$ cat config.mk
export PLATFORM = sky130hd
export DESIGN_NAME = ilha_walker
export DESIGN_NICKNAME = d
export VERILOG_FILES = /design/src/design/ilha_pkg.sv /design/src/design/ilha_walker.sv
export SDC_FILE = /design/constraint.sdc
export NUM_CORES = 1
export LEC_CHECK = 0
export BUFFER_PORTS_ARGS = -buffer_cell sky130_fd_sc_hd__buf_2
export CELL_PAD_IN_SITES_DETAIL_PLACEMENT = 1
export CELL_PAD_IN_SITES_GLOBAL_PLACEMENT = 2
export CORE_MARGIN = 2
export CORE_UTILIZATION = 38
export CTS_CLUSTER_SIZE = 8
export DETAILED_ROUTE_END_ITERATION = 8
export PLACE_DENSITY = 0.83
export SLEW_MARGIN = 30
export SYNTH_ARGS = -nofsm -noshare
export SYNTH_HDL_FRONTEND = slang
export SYNTH_SLANG_ARGS = --single-unit
$ cat constraint.sdc
create_clock -name clk -period 4 [get_ports clk]
set_clock_uncertainty 0.1 [all_clocks]
set_input_delay 0.4 -clock clk [delete_from_list [all_inputs] [get_ports clk]]
set_output_delay 0.4 -clock clk [all_outputs]
set_load 0.05 [all_outputs]
$ cat src/design/ilha_pkg.sv
// Shared types and constants for the implicit-list heap allocator.
// Used by the channel interfaces, the header walker and the top level.
`timescale 1ns / 1ps
`default_nettype none

package ilha_pkg;

  // Arena geometry.
  localparam int ARENA_BYTES   = 4096;
  localparam int GRANULE_BYTES = 8;
  localparam int GRANULES      = ARENA_BYTES / GRANULE_BYTES;
  localparam int GRAN_SHIFT    = $clog2(GRANULE_BYTES);
  localparam int GIDX_W        = $clog2(GRANULES);
  localparam int SIZE_W        = GIDX_W + 1;

  // Field widths of the channels.
  localparam int REQ_W   = 12;
  localparam int OFF_W   = 12;
  localparam int STYLE_W = 2;
  localparam int STAT_W  = 2;

  // Request size in granules including the header, and a freed block's index.
  localparam int NEED_W = REQ_W - GRAN_SHIFT + 1;
  localparam int TGT_W  = OFF_W - GRAN_SHIFT;
  localparam int CNT_W  = (SIZE_W > NEED_W) ? SIZE_W : NEED_W;

  // Highest block start whose payload offset still fits in OFF_W bits.
  localparam int OFFSET_MAX = (1 << OFF_W) - 1;
  localparam int POS_MAX    = OFFSET_MAX / GRANULE_BYTES - 1;

  typedef enum logic {
    OP_ALLOC = 1'b0,
    OP_FREE  = 1'b1
  } op_t;

  typedef enum logic [STYLE_W-1:0] {
    FIT_FIRST = 2'd0,
    FIT_BEST  = 2'd1,
    FIT_WORST = 2'd2
  } fit_t;

  typedef enum logic [STAT_W-1:0] {
    ST_OK       = 2'd0,
    ST_NO_SPACE = 2'd1,
    ST_BAD_ARG  = 2'd2
  } status_t;

  typedef enum logic [3:0] {
    W_INIT,
    W_IDLE,
    W_WALK,
    W_AFIN,
    W_AWR,
    W_FSUCC,
    W_FWR1,
    W_FWR2,
    W_DONE
  } wstate_t;

  typedef struct packed {
    logic              free;
    logic [SIZE_W-1:0] size;
  } hdr_t;

  typedef struct packed {
    logic               opcode;
    logic [REQ_W-1:0]   request_bytes;
    logic [STYLE_W-1:0] fit_style;
    logic [OFF_W-1:0]   release_offset;
  } cmd_t;

  typedef struct packed {
    logic [STAT_W-1:0] status;
    logic [OFF_W-1:0]  payload_offset;
  } rsp_t;

  typedef struct packed {
    logic              we;
    logic              re;
    logic [GIDX_W-1:0] addr;
    hdr_t              wdata;
  } mem_req_t;

endpackage

`default_nettype wire

$ cat src/design/ilha_walker.sv
// Header walker: sequencer that walks the block chain in the header RAM,
// picks or locates a block, and writes back split or merged headers.
// Depends on ilha_pkg.
`timescale 1ns / 1ps
`default_nettype none

module ilha_walker (
  input  wire logic                             clk,
  input  wire logic                             rst,
  input  wire logic                             start,
  input  wire ilha_pkg::cmd_t                   cmd,
  output logic                                  idle,
  output logic                                  res_valid,
  input  wire logic                             res_ready,
  output ilha_pkg::rsp_t                        res,
  output ilha_pkg::mem_req_t                    mem_req,
  input  wire logic [$bits(ilha_pkg::hdr_t)-1:0] mem_rdata
);

  ilha_pkg::wstate_t state, state_next;

  logic                            op, op_next;
  logic [ilha_pkg::NEED_W-1:0]     need, need_next;
  logic [ilha_pkg::STYLE_W-1:0]    style, style_next;
  logic [ilha_pkg::TGT_W-1:0]      target, target_next;
  logic [ilha_pkg::GIDX_W-1:0]     pos, pos_next;
  logic                            found, found_next;
  logic [ilha_pkg::GIDX_W-1:0]     pick, pick_next;
  logic [ilha_pkg::SIZE_W-1:0]     pick_sz, pick_sz_next;
  logic [ilha_pkg::GIDX_W-1:0]     prev, prev_next;
  ilha_pkg::hdr_t                  prev_hdr, prev_hdr_next;
  logic                            have_prev, have_prev_next;
  logic [ilha_pkg::SIZE_W-1:0]     tsz, tsz_next;
  logic [ilha_pkg::STAT_W-1:0]     res_status, res_status_next;
  logic [ilha_pkg::OFF_W-1:0]      res_offset, res_offset_next;

  ilha_pkg::hdr_t                  hdr;
  logic [ilha_pkg::CNT_W-1:0]      nxt;
  logic [ilha_pkg::REQ_W:0]        req_round;
  logic                            fits;
  logic                            better;
  logic                            at_end;

  always_ff @(posedge clk) begin
    if (rst) begin
      state <= ilha_pkg::W_INIT;
    end else begin
      state <= state_next;
    end
    op         <= op_next;
    need       <= need_next;
    style      <= style_next;
    target     <= target_next;
    pos        <= pos_next;
    found      <= found_next;
    pick       <= pick_next;
    pick_sz    <= pick_sz_next;
    prev       <= prev_next;
    prev_hdr   <= prev_hdr_next;
    have_prev  <= have_prev_next;
    tsz        <= tsz_next;
    res_status <= res_status_next;
    res_offset <= res_offset_next;
  end

  always_comb begin
    hdr       = ilha_pkg::hdr_t'(mem_rdata);
    nxt       = ilha_pkg::CNT_W'(pos) + ilha_pkg::CNT_W'(hdr.size);
    at_end    = nxt >= ilha_pkg::CNT_W'(ilha_pkg::GRANULES);
    req_round = {1'b0, cmd.request_bytes} + (ilha_pkg::REQ_W + 1)'(ilha_pkg::GRANULE_BYTES - 1);
    fits      = hdr.free
                && (ilha_pkg::CNT_W'(hdr.size) >= ilha_pkg::CNT_W'(need))
                && (ilha_pkg::CNT_W'(pos) <= ilha_pkg::CNT_W'(ilha_pkg::POS_MAX));
    better    = !found
                || (style == ilha_pkg::FIT_BEST && hdr.size < pick_sz)
                || (style == ilha_pkg::FIT_WORST && hdr.size > pick_sz);

    state_next      = state;
    op_next         = op;
    need_next       = need;
    style_next      = style;
    target_next     = target;
    pos_next        = pos;
    found_next      = found;
    pick_next       = pick;
    pick_sz_next    = pick_sz;
    prev_next       = prev;
    prev_hdr_next   = prev_hdr;
    have_prev_next  = have_prev;
    tsz_next        = tsz;
    res_status_next = res_status;
    res_offset_next = res_offset;
    mem_req         = '0;
    idle            = 1'b0;
    res_valid       = 1'b0;

    case (state)
      ilha_pkg::W_INIT: begin
        // Header 0 describes one free block over the whole arena.
        mem_req.we         = 1'b1;
        mem_req.addr       = '0;
        mem_req.wdata.free = 1'b1;
        mem_req.wdata.size = ilha_pkg::SIZE_W'(ilha_pkg::GRANULES);
        state_next         = ilha_pkg::W_IDLE;
      end

      ilha_pkg::W_IDLE: begin
        idle = 1'b1;
        if (start) begin
          op_next         = cmd.opcode;
          need_next       = ilha_pkg::NEED_W'(req_round[ilha_pkg::REQ_W:ilha_pkg::GRAN_SHIFT])
                            + ilha_pkg::NEED_W'(1);
          style_next      = cmd.fit_style;
          target_next     = cmd.release_offset[ilha_pkg::OFF_W-1:ilha_pkg::GRAN_SHIFT]
                            - ilha_pkg::TGT_W'(1);
          pos_next        = '0;
          found_next      = 1'b0;
          have_prev_next  = 1'b0;
          res_offset_next = '0;
          res_status_next = ilha_pkg::ST_OK;
          if (cmd.opcode == ilha_pkg::OP_ALLOC) begin
            if (cmd.fit_style != ilha_pkg::FIT_FIRST && cmd.fit_style != ilha_pkg::FIT_BEST
                && cmd.fit_style != ilha_pkg::FIT_WORST) begin
              res_status_next = ilha_pkg::ST_NO_SPACE;
              state_next      = ilha_pkg::W_DONE;
            end else begin
              mem_req.re = 1'b1;
              state_next = ilha_pkg::W_WALK;
            end
          end else if (cmd.release_offset == '0
                       || cmd.release_offset[ilha_pkg::GRAN_SHIFT-1:0] != '0) begin
            res_status_next = ilha_pkg::ST_BAD_ARG;
            state_next      = ilha_pkg::W_DONE;
          end else begin
            mem_req.re = 1'b1;
            state_next = ilha_pkg::W_WALK;
          end
        end
      end

      ilha_pkg::W_WALK: begin
        // The read data holds the header at pos; the next header address
        // goes straight back to the RAM, so one block is visited per cycle.
        if (op == ilha_pkg::OP_ALLOC) begin
          if (fits && better) begin
            pick_next    = pos;
            pick_sz_next = hdr.size;
            found_next   = 1'b1;
          end
          if ((fits && style == ilha_pkg::FIT_FIRST) || at_end) begin
            state_next = ilha_pkg::W_AFIN;
          end else begin
            mem_req.re   = 1'b1;
            mem_req.addr = nxt[ilha_pkg::GIDX_W-1:0];
            pos_next     = nxt[ilha_pkg::GIDX_W-1:0];
          end
        end else if (ilha_pkg::CNT_W'(pos) == ilha_pkg::CNT_W'(target)) begin
          if (hdr.free) begin
            res_status_next = ilha_pkg::ST_BAD_ARG;
            state_next      = ilha_pkg::W_DONE;
          end else begin
            tsz_next = hdr.size;
            if (at_end) begin
              state_next = ilha_pkg::W_FWR1;
            end else begin
              mem_req.re   = 1'b1;
              mem_req.addr = nxt[ilha_pkg::GIDX_W-1:0];
              state_next   = ilha_pkg::W_FSUCC;
            end
          end
        end else if (ilha_pkg::CNT_W'(pos) > ilha_pkg::CNT_W'(target) || at_end) begin
          res_status_next = ilha_pkg::ST_BAD_ARG;
          state_next      = ilha_pkg::W_DONE;
        end else begin
          prev_next      = pos;
          prev_hdr_next  = hdr;
          have_prev_next = 1'b1;
          mem_req.re     = 1'b1;
          mem_req.addr   = nxt[ilha_pkg::GIDX_W-1:0];
          pos_next       = nxt[ilha_pkg::GIDX_W-1:0];
        end
      end

      ilha_pkg::W_AFIN: begin
        if (!found) begin
          res_status_next = ilha_pkg::ST_NO_SPACE;
          state_next      = ilha_pkg::W_DONE;
        end else begin
          // Split the remainder off as a new free block.
          if (ilha_pkg::CNT_W'(pick_sz) > ilha_pkg::CNT_W'(need)) begin
            mem_req.we         = 1'b1;
            mem_req.addr       = ilha_pkg::GIDX_W'(ilha_pkg::CNT_W'(pick)
                                                   + ilha_pkg::CNT_W'(need));
            mem_req.wdata.free = 1'b1;
            mem_req.wdata.size = pick_sz - ilha_pkg::SIZE_W'(need);
          end
          state_next = ilha_pkg::W_AWR;
        end
      end

      ilha_pkg::W_AWR: begin
        mem_req.we         = 1'b1;
        mem_req.addr       = pick;
        mem_req.wdata.free = 1'b0;
        mem_req.wdata.size = ilha_pkg::SIZE_W'(need);
        res_status_next    = ilha_pkg::ST_OK;
        res_offset_next    = ilha_pkg::OFF_W'({ilha_pkg::CNT_W'(pick) + ilha_pkg::CNT_W'(1),
                                               {ilha_pkg::GRAN_SHIFT{1'b0}}});
        state_next         = ilha_pkg::W_DONE;
      end

      ilha_pkg::W_FSUCC: begin
        if (hdr.free) begin
          tsz_next = tsz + hdr.size;
        end
        state_next = ilha_pkg::W_FWR1;
      end

      ilha_pkg::W_FWR1: begin
        mem_req.we         = 1'b1;
        mem_req.addr       = ilha_pkg::GIDX_W'(target);
        mem_req.wdata.free = 1'b1;
        mem_req.wdata.size = tsz;
        if (have_prev && prev_hdr.free) begin
          state_next = ilha_pkg::W_FWR2;
        end else begin
          res_status_next = ilha_pkg::ST_OK;
          state_next      = ilha_pkg::W_DONE;
        end
      end

      ilha_pkg::W_FWR2: begin
        mem_req.we         = 1'b1;
        mem_req.addr       = prev;
        mem_req.wdata.free = 1'b1;
        mem_req.wdata.size = prev_hdr.size + tsz;
        res_status_next    = ilha_pkg::ST_OK;
        state_next         = ilha_pkg::W_DONE;
      end

      ilha_pkg::W_DONE: begin
        res_valid = 1'b1;
        if (res_ready) begin
          state_next = ilha_pkg::W_IDLE;
        end
      end

      default: begin
        state_next = ilha_pkg::W_IDLE;
      end
    endcase

    res.status         = res_status;
    res.payload_offset = res_offset;
  end

  // The single RAM port never sees a read and a write together.
  a_one_access: assert property (@(posedge clk) disable iff (rst)
    !(mem_req.we && mem_req.re))
    else $error("header RAM read and write in one cycle");

  // Headers are only written in the write-back states or during init.
  a_write_states: assert property (@(posedge clk) disable iff (rst)
    mem_req.we |-> (state == ilha_pkg::W_INIT || state == ilha_pkg::W_AFIN
                    || state == ilha_pkg::W_AWR || state == ilha_pkg::W_FWR1
                    || state == ilha_pkg::W_FWR2))
    else $error("header write outside write-back");

  // A failed transaction never returns an offset.
  a_fail_zero: assert property (@(posedge clk) disable iff (rst)
    (res_valid && res.status != ilha_pkg::ST_OK) |-> res.payload_offset == '0)
    else $error("nonzero offset on failure");

  // A successful allocation returns a granule-aligned, nonzero offset.
  a_alloc_offset: assert property (@(posedge clk) disable iff (rst)
    (res_valid && res.status == ilha_pkg::ST_OK && op == ilha_pkg::OP_ALLOC)
      |-> (res.payload_offset != '0
           && res.payload_offset[ilha_pkg::GRAN_SHIFT-1:0] == '0))
    else $error("bad allocation offset");

  // A result stays on offer until it is taken.
  a_done_holds: assert property (@(posedge clk) disable iff (rst)
    (res_valid && !res_ready) |=> (res_valid && $stable(res)))
    else $error("result dropped before it was taken");

endmodule

`default_nettype wire
==> results, run 1 <==
- Yosys mapped a number of flops with a built-in enable equal to 93.
- Static timing analysis puts the maximum clock frequency at 261 MHz.
- Dividing the detail-routed via count by the number of cells gives 5.72.
- The number of pins exceeding their max-slew limit in the final report is 0.
- For the final routed database, the setup TNS stands at 0 ns.
- The synthesized netlist devotes 14.8% of its cell area to adder and majority cells.
- For the worst flop-to-flop path, the logic depth is 9.
- Clock tree synthesis selected as its root buffer the cell sky130_fd_sc_hd__clkbuf_16.
- The sum of overflow across all layers after global routing is 0.
- The end of the worst hold path is state[2].
- The cell seen most often among critical-path stages is sky130_fd_sc_hd__o21ai_0.
- The area fraction of the dominant cell type after synthesis is 38.5%.
- From left edge to right edge, the die measures 142 microns.
- The fraction of the mapped netlist area in compound gates is 16.3%.
- Once the floorplan was initialized, standard cells occupied 38.8% of the core.
- The number of diodes added for antenna fixing is 0.
- In the post-synthesis netlist, the cell with the most instances is sky130_fd_sc_hd__edfxtp_1.
- Setup repair after global routing left no endpoint under its margin.
- The die height is 142 microns.
- The clock tree buffer depth is 2.
- The number of global-route vias before repair is 6,469.
- In the routed design, unresolved DRC markers number 0.
- The switching fraction of total power is 35.2%.
- The overall die area is 20,200 sq um.
- The total internal power is 2.00 mW.
- From synthesis to final layout, the design area changed by 14.0%.
- The transition time at the pin with the least slew margin is 0.819 ns.
- The initial antenna violation count is 0.
- The launch point of the worst hold path is rst.
- For this run, the total global-route usage over all layers was measured as 24.5%.
- Counting instances in the post-synthesis netlist gives the leading cell types as sky130_fd_sc_hd__edfxtp_1 (93), sky130_fd_sc_hd__ha_1 (77), sky130_fd_sc_hd__inv_1 (66).
- The row count is 50.
- The clock reaches the later pin of the worst-skew pair after 0.36 ns.
- STA classifies the critical path endpoint as an output port.
- The critical path data required time is 3.50 ns.
- In the final routed layout, each cell accounts on average for 22.6 microns.
- Clock-pin slew was measured on the worst setup and hold paths at 0.08 ns.
- The xor/xnor cell area share of the yosys netlist is 7.12%.
- The floorplan step defined a core boundary enclosing 18,700 sq um.
- The data arrival at the endpoint of the critical path is 3.34 ns.
- The net count of the finished layout is 946.
- In this run the number of H-tree levels came out at 3.
- The count of buffers inserted at the top-level ports is 76.
- The worst-case vdd ir drop is 0.000269 V.
- The CTS tree is yes.
- The slowest stage of the critical path is the sky130_fd_sc_hd__edfxtp_1 cell.
- The number of register bits inferred by synthesis is 97.
- Counting I/O delays and the setup requirement, the final critical path takes 3.84 ns.
- In this run the tightest slew margin relative to its limit is 44.9%.
- The total vias in the final route is 6,068.
- The post-synth design cell area is 7260 sq um.
- The first global-routing pass estimated 37,500 microns of wire.
- In the synthesized netlist, mux cells make up 2.79% of the area.
- The main flop type after synthesis is sky130_fd_sc_hd__edfxtp_1.
- Summed over all nets, the half-perimeter wirelength after detailed placement is 19,200 microns.
- For this block, the routed nets add up to 24,000 microns of wire.
- Sequential cells burn 40.8% of the power.
- The origin of the critical flop-to-flop path is pos[3].
- The worst stage delay on the critical path is 0.51 ns.
- For this run, the register share of the synthesized area comes to 39.6%.
- In the synthesized netlist the async set-or-reset flop fraction comes to 0%.
- Of all cell types, the one taking the most synthesized area is sky130_fd_sc_hd__edfxtp_1.
- Traced cell by cell, the critical path runs through ha_1, a2111oi_0, o21ai_0, o22ai_1, a21bo_2, o211ai_2, o21ai_0, buf_2.
- The worst-case setup margin in the final layout is 0.163 ns.
- The number of failing setup endpoints in the final timing report is 0.
- In this run the critical register-to-register path is captured at prev_hdr[3].
- The average footprint of a synthesized cell is 9.83 sq um.
- Clock tree synthesis inserted a total of 9 buffers.
- The count of max-cap constraint violations is 0.
- The flow ran to the end, and the final reports show no timing, DRC or antenna violations.
- Counting distinct cell types in the post-synthesis netlist gives 66.
- The leakage power is 3.47 nW.
- Summed over all nets, the switching power comes to 1.08 mW.
- The simple-gate area share of the yosys netlist is 14.7%.
- The clock net sink count is 97.
- The category of cells accounting for the largest share of critical-path delay is compound AO/OA/AOI/OAI gates.
- The initial DRC count is 471.
- During synthesis, Yosys emitted a total of 0 warnings.
- The worst hold path cell count is 2.
- The gate count of the mapped netlist is 738.
- The final worst hold slack is 0.136 ns.
- The final clock period utilization by the worst path is 95.9%.
- The register-to-register setup slack is 0.77 ns.
- The buffer and inverter count on the worst path is 1.
- Before CTS, the worst setup slack after placement is 0.452 ns.
- In this run the worst hold path is classified as in2reg.
- Pin placement for this block handled 80 I/O pins.
- In this run, the clock network consumes 29.8% of the power.
- STA classifies the critical path startpoint as a flop.
- The number of endpoints with negative hold slack in the final report came to 0.
- Of the cells placed in the final design, the portion with a size suffix greater than 1 is 14.5%.
- The number of detailed-routing iterations run before antenna repair is 5.
- The areal power density over the cells is 373 nW/um^2.
- The last weighted congestion value of the routability-driven placer is 0.951.
- The number of setup buffers added after CTS is 0.
- Sorting the synthesized cells by area gives the leading types as sky130_fd_sc_hd__edfxtp_1 (38%), sky130_fd_sc_hd__ha_1 (13%), sky130_fd_sc_hd__xnor2_1 (4.0%), sky130_fd_sc_hd__inv_1 (3.4%), sky130_fd_sc_hd__o21ai_0 (3.4%).
- The worst setup path category is reg2out.
- The count of antenna-violating nets left after detailed routing is 0.
- The combinational family with the most area after synthesis is compound AO/OA/AOI/OAI gates.
- In this run the worst path has a maximum fanout of 6.
- The share of total power dissipated in combinational logic is 29.4%.
- The maximum number of pins on one net before global-route repair is 33.
[power groups by stage]
stage | Combinational, mW | Sequential, mW | Clock (mW)
after global placement | 0.869 | 1.28 | 0
after global routing | 0.985 | 1.27 | 0.967
final | 0.907 | 1.26 | 0.917
after floorplan | 0.587 | 1.29 | 0
after CTS | 0.900 | 1.26 | 0.931
after detailed placement | 0.893 | 1.28 | 0
[final cells by class]
class | count | area [sq um]
timing repair buffer | 92 | 500
clock buffer | 10 | 229
sequential | 97 | 2870
multi-input combinational | 556 | 4050
inverter | 66 | 248
tap | 234 | 293
fill | 2145 | 10400
clock inverter | 6 | 77.6
[cells in the final DEF (no fill, tap or decap), types with 5 or more instances in the layout]
| cell | instances |
|---|---|
| sky130_fd_sc_hd__o22ai_1 | 5 |
| sky130_fd_sc_hd__buf_4 | 16 |
| sky130_fd_sc_hd__buf_2 | 76 |
| sky130_fd_sc_hd__inv_1 | 66 |
| sky130_fd_sc_hd__nor3_1 | 15 |
| sky130_fd_sc_hd__ha_1 | 77 |
| sky130_fd_sc_hd__nor2_1 | 47 |
| sky130_fd_sc_hd__nor2b_1 | 17 |
| sky130_fd_sc_hd__edfxtp_1 | 93 |
| sky130_fd_sc_hd__o21ai_0 | 49 |
| sky130_fd_sc_hd__o221ai_1 | 11 |
| sky130_fd_sc_hd__or3_1 | 6 |
| sky130_fd_sc_hd__xnor2_1 | 33 |
| sky130_fd_sc_hd__and3_1 | 12 |
| sky130_fd_sc_hd__and2_1 | 6 |
| sky130_fd_sc_hd__o21a_1 | 8 |
| sky130_fd_sc_hd__nand2_1 | 61 |
| sky130_fd_sc_hd__a31oi_1 | 5 |
| sky130_fd_sc_hd__fa_1 | 5 |
| sky130_fd_sc_hd__a21o_1 | 12 |
| sky130_fd_sc_hd__clkbuf_16 | 9 |
| sky130_fd_sc_hd__xor2_1 | 26 |
| sky130_fd_sc_hd__nand4_1 | 6 |
| sky130_fd_sc_hd__nand2b_1 | 10 |
| sky130_fd_sc_hd__mux2i_1 | 18 |
| sky130_fd_sc_hd__nand3_1 | 19 |
| sky130_fd_sc_hd__o31ai_1 | 6 |
| sky130_fd_sc_hd__a21oi_1 | 34 |
[logic make-up after synthesis]
logic type / count (synthesis)
adder cells (fa/ha/maj): 83
flip-flops: 97
AO/OA/AOI/OAI: 174
XOR/XNOR: 59
buffers and inverters: 87
other: 1
AND/OR/NAND/NOR: 217
multiplexers: 20
[repair_timing]
item	4_1_cts	5_1_grt
setup endpoints to repair	0	6
hold buffers	0	0
gates resized for setup	0	1
[sequential cells by signal, summed over array words and instances, names as in the netlist, 4 cells and up]
signal	flops
tsz	10
pick_sz	10
need	10
target	9
pick	9
state	4
prev	9
pos	9
prev_hdr	11
res_offset	9
[worst max path at each step]
stage	start	endpoint	slack, ns	cells after the start
2_1_floorplan	pos[3]	mem_req[13]	0.27	8
3_3_place_gp	mem_rdata[0]	mem_req[19]	0.45	11
3_5_place_dp	mem_rdata[3]	mem_req[19]	0.45	10
4_1_cts	pos[3]	mem_req[19]	0.13	9
5_1_grt	need[2]	mem_req[15]	0.0008	11
6_report	pos[6]	mem_req[19]	0.16	8
[stage by stage]
step | util (%) | std cells | power [mW] | cell area, sq um
detailed placement | 42.6 | 1045 | 2.17 | 7970
global placement | 42.6 | 1045 | 2.15 | 7970
global route | 44.2 | 1061 | 3.22 | 8270
floorplan | - | 740 | 1.88 | 7270
finish | 44.2 | 1061 | 3.08 | 8270
CTS | 44.2 | 1061 | 3.09 | 8270
[layer usage]
layer,vias up,global-route usage [%],share of wire [%]
met1,3039,33.2,46
met4,0,6.42,1.6
met3,25,3.47,4.5
li1,2862,-,-
met2,142,41.3,48
met5,-,0,0
(Power assumes the default switching activity.)
==> run 2: changes to the inputs <==
--- a/config.mk
+++ b/config.mk
@@ -13,6 +13,7 @@
 export CTS_CLUSTER_SIZE = 8
 export DETAILED_ROUTE_END_ITERATION = 8
 export PLACE_DENSITY = 0.83
+export REMOVE_ABC_BUFFERS = 1
 export SLEW_MARGIN = 30
 export SYNTH_ARGS = -nofsm -noshare
 export SYNTH_HDL_FRONTEND = slang
==> run 2 against run 1 <==
Net effect: utilization is 0.23 points higher; highest routed layer unchanged; clock-buffer cell count up 2; largest power group unchanged; power is 1.2% higher; sequential power hardly changed; non-clock buffer count unchanged; clock power up 5.0%; routed wire length shrank 5.5%; setup slack better by 0.030 ns; critical path depth up 3; sequential share of layout area is 0.18 points lower; flip-flop and latch count unchanged.
==> results, run 2 (same netlist as run 1, synthesis figures left out) <==
- Setup repair after global routing left no endpoint under its margin.
- The post-DP HPWL is 18,100 microns.
- The headroom to the max-slew limit is 47.9%.
- Detailed routing inserted a total of 5,994 vias.
- Of the cells placed in the final design, the portion with a size suffix greater than 1 is 14.8%.
- Static timing analysis puts the maximum clock frequency at 263 MHz.
- In the routed layout, each cell is associated on average with a via count of 5.65.
- The number of detailed-routing iterations run before antenna repair is 4.
- The number of gates given a new drive strength after cts is 0.
- Subtracting the final worst setup slack from the clock period gives 3.81 ns.
- The worst setup path is captured at an output port.
- The data arrival at the endpoint of the critical path is 3.31 ns.
- The fill cell instance count of the final layout is 2,137.
- After the last flow step, the layout net total stands at 946.
- The leakage power is 3.48 nW.
- The number of pins exceeding their max-slew limit in the final report is 0.
- The overall fraction of global-route tracks in use is 23.3%.
- The cell seen most often among critical-path stages is sky130_fd_sc_hd__o21ai_0.
- After the first detailed-routing iteration, the DRC count stood at 448.
- The number of endpoints with negative hold slack in the final report was 0.
- The areal power density over the cells is 375 nW/um^2.
- The row count is 50.
- The largest register by flop count is prev_hdr.
- The detail route stage leaves a number of antenna-violating nets equal to 0.
- In this run the horizontal extent of the chip is 142 microns.
- The area of the multi-input gates is 4080 sq um.
- For this design, the CTS-stage hold fixing added 0 buffers.
- The CTS tree is yes.
- The slowest library cell on the worst path is sky130_fd_sc_hd__o41ai_1.
- The critical path goes through ha_1, inv_1, fa_1, nor2b_1, o21ai_0, a21oi_1, o41ai_1, xnor2_1, a22oi_1, o21ai_0, buf_2.
- The part of the power in the clock network is 30.9%.
- The critical path data required time is 3.50 ns.
- The per-cell routed wire length is 21.4 microns.
- The number of failing setup endpoints in the final timing report is 0.
- In this run the number of H-tree levels came out at 3.
- The root buffer cell is sky130_fd_sc_hd__clkbuf_16.
- The die covers 20,200 sq um.
- The sum of overflow across all layers after global routing is 0.
- The core box area is 18,700 sq um.
- Sequential cells burn 40.2% of the power.
- The largest fanout on the critical path is 5.
- The number of global-route vias before repair is 6,274.
- The worst-case vdd ir drop is 0.000205 V.
- The last weighted congestion value of the routability-driven placer is 0.893.
- The routed design has 22,700 microns of wire.
- The count of buffers inserted at the top-level ports is 76.
- The worst setup path is launched from a flop.
- The library cells used most frequently in the layout, excluding fill and tap cells, are sky130_fd_sc_hd__edfxtp_1 (93), sky130_fd_sc_hd__ha_1 (77), sky130_fd_sc_hd__buf_2 (76).
- The total negative setup slack is 0 ns.
- The internal portion of the total power is 2.07 mW.
- The post-synthesis to final-layout area growth is 14.6%.
- The net switching power figure is 1.05 mW.
- Routed signal wires occupy layers up through met4.
- The detailed-route wire length on metal 1 is 10,500 microns.
- The flow ran to the end, and the final reports show no timing, DRC or antenna violations.
- The clock latency of the later-clocked register in the worst-skew pair is 0.36 ns.
- The cell family contributing the most delay on the critical path is compound AO/OA/AOI/OAI gates.
- The number of diodes added for antenna fixing is 0.
- Counting the buffers created by CTS gives 9.
- Entering global routing, the biggest net connects 24 pins.
- In this run the vertical extent of the chip is 142 microns.
- The share of total power dissipated in combinational logic is 28.9%.
- The library cell used most frequently in the layout, excluding fill and tap cells, is sky130_fd_sc_hd__edfxtp_1.
- The clock-pin slew on the worst setup and hold paths is 0.07 ns.
- The largest single stage delay on the critical path is 0.60 ns.
- Clock tree synthesis found a total of 97 sinks.
- The worst min-delay path class is in2reg.
- Counting along the longest clock path gives a buffer depth of 2.
- The starting density of the core is 38.8%.
- The first-pass GRT wire length is 35,700 microns.
- The sum of met3 wire segment lengths after detailed routing is 1060 microns.
- The final clock period utilization by the worst path is 95.2%.
- The sequential cells in the finished layout cover a total of 2870 sq um.
- The count of max-cap constraint violations is 0.
- The detailed-route DRC error count is 0.
- The initial antenna violation count is 0.
- Final hold analysis gives a worst-case slack of 0.131 ns.
- The transition time at the pin with the least slew margin is 0.781 ns.
- The count of buffers added by post-CTS timing repair for setup is 0.
- The buffer and inverter count on the worst path is 2.
- The total length of routed met2 wires is 10,400 microns.
- The critical path is of the reg2out type.
- The number of top-level pins is 80.
- Of the total power, the share spent switching nets is 33.5%.
- The register with the most flip-flops in the layout has 11 of them.
## run 2: per-layer routing
layer	global-route usage, %	vias up
met1	32.5	2931
li1	-	2872
met4	8.84	0
met5	0	-
met3	2.59	34
met2	37.3	157
## run 2: final timing paths
| path | startpoint | endpoint | slack [ns] | depth (start not counted) |
|---|---|---|---|---|
| worst max-delay path | pick[0] | mem_req[19] | 0.19 | 11 |
| worst min-delay path | rst | state[2] | 0.13 | 2 |
| worst max register to register | state[1] | tsz[2] | 0.92 | 8 |
| worst min register to register | pos[5] | prev[5] | 0.45 | 0 |
## run 2: layout make-up
cell class                 instances  share of cell area, %
tap                              234                   3.52
timing repair buffer              92                   6.02
inverter                          66                   2.98
clock buffer                      12                   2.96
multi-input combinational        556                   49.1
sequential                        97                   34.5
clock inverter                     4                  0.918
## run 2: metrics by stage
step                      instance area (sq um)  instances  setup WS [ns]  utilization [%]  power [mW]
final                                      8320       1061          0.192             44.5        3.12
after floorplan                            7170        719          0.257                -        1.86
after global routing                       8320       1061         0.0437             44.5        3.26
after global placement                     7970       1045          0.512             42.6        2.12
after detailed placement                   7970       1045          0.415             42.6        2.16
after CTS                                  8290       1061          0.128             44.3        3.12
## run 2: power by group through the flow
stage          sequential [mW]  combinational, mW  clock, mW
2_1_floorplan             1.31              0.551          0
3_3_place_gp              1.27              0.847          0
3_5_place_dp              1.28              0.881          0
4_1_cts                   1.25              0.888      0.982
5_1_grt                   1.26              0.985       1.02
6_report                  1.26              0.902      0.963
==> run 3: changes to the inputs <==
--- a/config.mk
+++ b/config.mk
@@ -8,7 +8,6 @@
 export BUFFER_PORTS_ARGS = -buffer_cell sky130_fd_sc_hd__buf_2
 export CELL_PAD_IN_SITES_DETAIL_PLACEMENT = 1
 export CELL_PAD_IN_SITES_GLOBAL_PLACEMENT = 2
-export CORE_MARGIN = 2
 export CORE_UTILIZATION = 38
 export CTS_CLUSTER_SIZE = 8
 export DETAILED_ROUTE_END_ITERATION = 8
==> run 3 against run 2 <==
Net effect: non-clock buffer count unchanged; power down 2.7%; die area down 2.8%; clock-buffer cell count down 2; register-to-register slack worse by 0.03 ns; final cell count unchanged; largest cell class unchanged; largest power group unchanged.
==> results, run 3 (same netlist as run 1, synthesis figures left out) <==
- The endpoint of the most critical setup path is mem_req[11].
- The final critical path takes up 95.0% of the cycle.
- The sequential cells in the finished layout cover a total of 2870 sq um.
- For this run, the slowest stage of the critical path takes 0.46 ns.
- Net switching is 34.4% of the power.
- TritonCTS built the clock tree.
- For this run, the post-layout net count is 946.
- Across the run, the number of max-cap violations was 0.
- The die height is 140 microns.
- The clock network is responsible for 29.2% of the overall power.
- Fill cells in the final layout number 2,153.
- The total length of routed wires is 22,500 microns.
- The overall die area is 19,700 sq um.
- Using the TritonRoute via totals, the vias-per-cell ratio works out to 5.75.
- The largest fanout on the critical path is 5.
- The minimum clock period is 3.80 ns.
- The last weighted congestion value of the routability-driven placer is 0.897.
- The logic depth of the worst register-to-register path is 9.
- Entering global routing, the biggest net connects 34 pins.
- In the final routed layout, each cell accounts on average for 21.2 microns.
- The row count is 50.
- The signal on the critical path passes through ha_1, inv_1, fa_1, a21o_1, a21oi_1, o211ai_1, nand3_1, nand2_1, a22oi_1, o21ai_0, buf_2.
- The headroom to the max-slew limit is 53.3%.
- The worst hold path begins at rst.
- The post-synthesis to final-layout area growth is 14.0%.
- The clock net sink count is 97.
- The number of buffers created by CTS is 9.
- The part of the power in combinational logic is 29.5%.
- The first global-routing pass estimated 35,200 microns of wire.
- Across every metal layer, demand over resource in global routing totals 23.7%.
- In this run the horizontal extent of the chip is 140 microns.
- The slowest library cell on the worst path is sky130_fd_sc_hd__edfxtp_1.
- Leaving out fill and tap cells, the most frequent cell in the layout is sky130_fd_sc_hd__edfxtp_1.
- For this run, the number of standard cells in the final layout without fillers is 1,061.
- The flip-flop count of the largest register after layout is 11.
- The worst-case setup margin in the final layout is 0.200 ns.
- Once placement completed, the tool counted placed cells totaling 1,045.
- The wire-length estimate of the detail-placed layout is 17,700 microns.
- Global routing finished with a remaining overflow of 0.
- The worst-case IR drop observed on VDD is 0.000207 V.
- Internal power comes to 1.99 mW.
- For this design the total switching power over the nets is 1.04 mW.
- The initial antenna violation count came to 0.
- Setup total negative slack on the finished layout was measured at 0 ns.
- The count of nets left with antenna violations once routing finished came out at 0.
- The register share of total power is 41.3%.
- The number of top-level pins is 80.
- The number of H-tree branching levels is 3.
- The post-placement worst setup slack is 0.415 ns.
- The worst setup path category is reg2out.
- The clock-pin slew on the worst setup and hold paths is 0.07 ns.
- The transition time at the pin with the least slew margin is 0.692 ns.
- The area of the multi-input gates is 4060 sq um.
- Hold repair after CTS inserted 0 buffers.
- The number of detailed-routing iterations run before antenna repair is 5.
- STA puts the critical path data arrival time at 3.30 ns.
- The instance count on the critical path is 11.
- Counting instances, the worst hold path has a depth of 2.
- The min-delay analysis places its worst path in the category in2reg.
- The number of endpoints with negative hold slack in the final report is 0.
- The kind of end point of the critical path is an output port.
- The detailed router placed 6,098 vias in this run.
- The number of global-route vias before repair is 6,316.
- For flop-to-flop paths, the worst setup slack is 0.89 ns.
- The number of pins exceeding their max-slew limit in the final report came to 0.
- In this run the worst setup path begins at need[0].
- Summed over all cells, the static leakage comes to 3.46 nW.
- The root buffer cell is sky130_fd_sc_hd__clkbuf_16.
- On the critical path the largest part of the delay comes from compound AO/OA/AOI/OAI gates.
- The clock tree buffer depth is 2.
- The largest register by flop count is prev_hdr.
- After the first detailed-routing iteration, the DRC count stood at 413.
- The run finished with clean final reports.
- The starting density of the core is 38.8%.
- The endpoint identified for the worst register-to-register timing path is prev[6].
- The worst register-to-register path begins at pos[1].
- The critical path data required time is 3.50 ns.
- For this run, the top clock speed supported by timing is 263 MHz.
- In the layout the commonest cells are sky130_fd_sc_hd__edfxtp_1 (93), sky130_fd_sc_hd__ha_1 (77), sky130_fd_sc_hd__buf_2 (76).
- The repair_antennas step left the layout with diodes totalling 0.
- The buffer and inverter count on the worst path is 2.
- The number of failing setup endpoints in the final timing report is 0.
- The post-route netlist has 14.5% of its cells at a drive strength greater than 1.
- Dividing total power by cell area gives a power density of 367 nW/um^2.
- The critical path launch point type is a flop.
- For this run, design rule violations remaining after detail routing come to 0.
- Setup repair after global routing left no endpoint under its margin.
- The clock latency of the later-clocked register in the worst-skew pair is 0.35 ns.
- The region available for standard cell placement spans 18,700 sq um.
- The count of buffers added on input and output ports is 76.
run 3: final cells by class:
type	instances	share of cell area (%)
clock inverter	6	0.787
sequential	97	34.7
timing repair buffer	92	6.05
inverter	66	3.00
multi-input combinational	556	49.1
tap	234	3.54
clock buffer	10	2.77
run 3: power groups by stage:
stage	registers (mW)	logic (mW)	clock network, mW
floorplan	1.31	0.551	0
global placement	1.27	0.851	0
detailed placement	1.27	0.880	0
CTS	1.25	0.889	0.908
global route	1.26	0.973	0.939
finish	1.25	0.894	0.887
run 3: stage by stage:
| step | total power, mW | hold slack, ns | cell area, sq um | utilization [%] |
|---|---|---|---|---|
| 2_1_floorplan | 1.86 | 0.369 | 7170 | - |
| 3_3_place_gp | 2.12 | 0.454 | 7970 | 42.6 |
| 3_5_place_dp | 2.16 | 0.449 | 7970 | 42.6 |
| 4_1_cts | 3.05 | 0.131 | 8260 | 44.2 |
| 5_1_grt | 3.17 | 0.145 | 8270 | 44.2 |
| 6_report | 3.03 | 0.140 | 8270 | 44.2 |
run 3: how the worst min path moves through the flow:
stage / end / slack (ns)
2_1_floorplan: state[2] / 0.37
3_3_place_gp: prev[5] / 0.45
3_5_place_dp: pick[5] / 0.45
4_1_cts: state[2] / 0.13
5_1_grt: style[1] / 0.15
6_report: state[2] / 0.14
run 3: worst reg2reg max path, cell delays in order (launching register included):
cell and delay [ns]:
sky130_fd_sc_hd__edfxtp_1 0.53, sky130_fd_sc_hd__ha_1 0.34, sky130_fd_sc_hd__a21oi_1 0.17, sky130_fd_sc_hd__nand4b_1 0.17, sky130_fd_sc_hd__nand3_2 0.13, sky130_fd_sc_hd__and2_1 0.23
sky130_fd_sc_hd__a311oi_4 0.44, sky130_fd_sc_hd__nand3_1 0.24, sky130_fd_sc_hd__nor2_2 0.19, sky130_fd_sc_hd__buf_4 0.26
run 3: layer usage:
layer	GRT usage, %	vias to the layer above	part of all wire, %
li1	-	2862	-
met1	32.3	3013	46
met2	38.0	189	46
met3	3.32	34	5.2
met4	8.91	0	2.9
met5	0	-	0
run 3: what timing repair did:
| item | 4_1_cts | 5_1_grt |
|---|---|---|
| setup buffers | 0 | 0 |
| gates resized for setup | 0 | 1 |
| endpoints found under the setup margin | 0 | 9 |
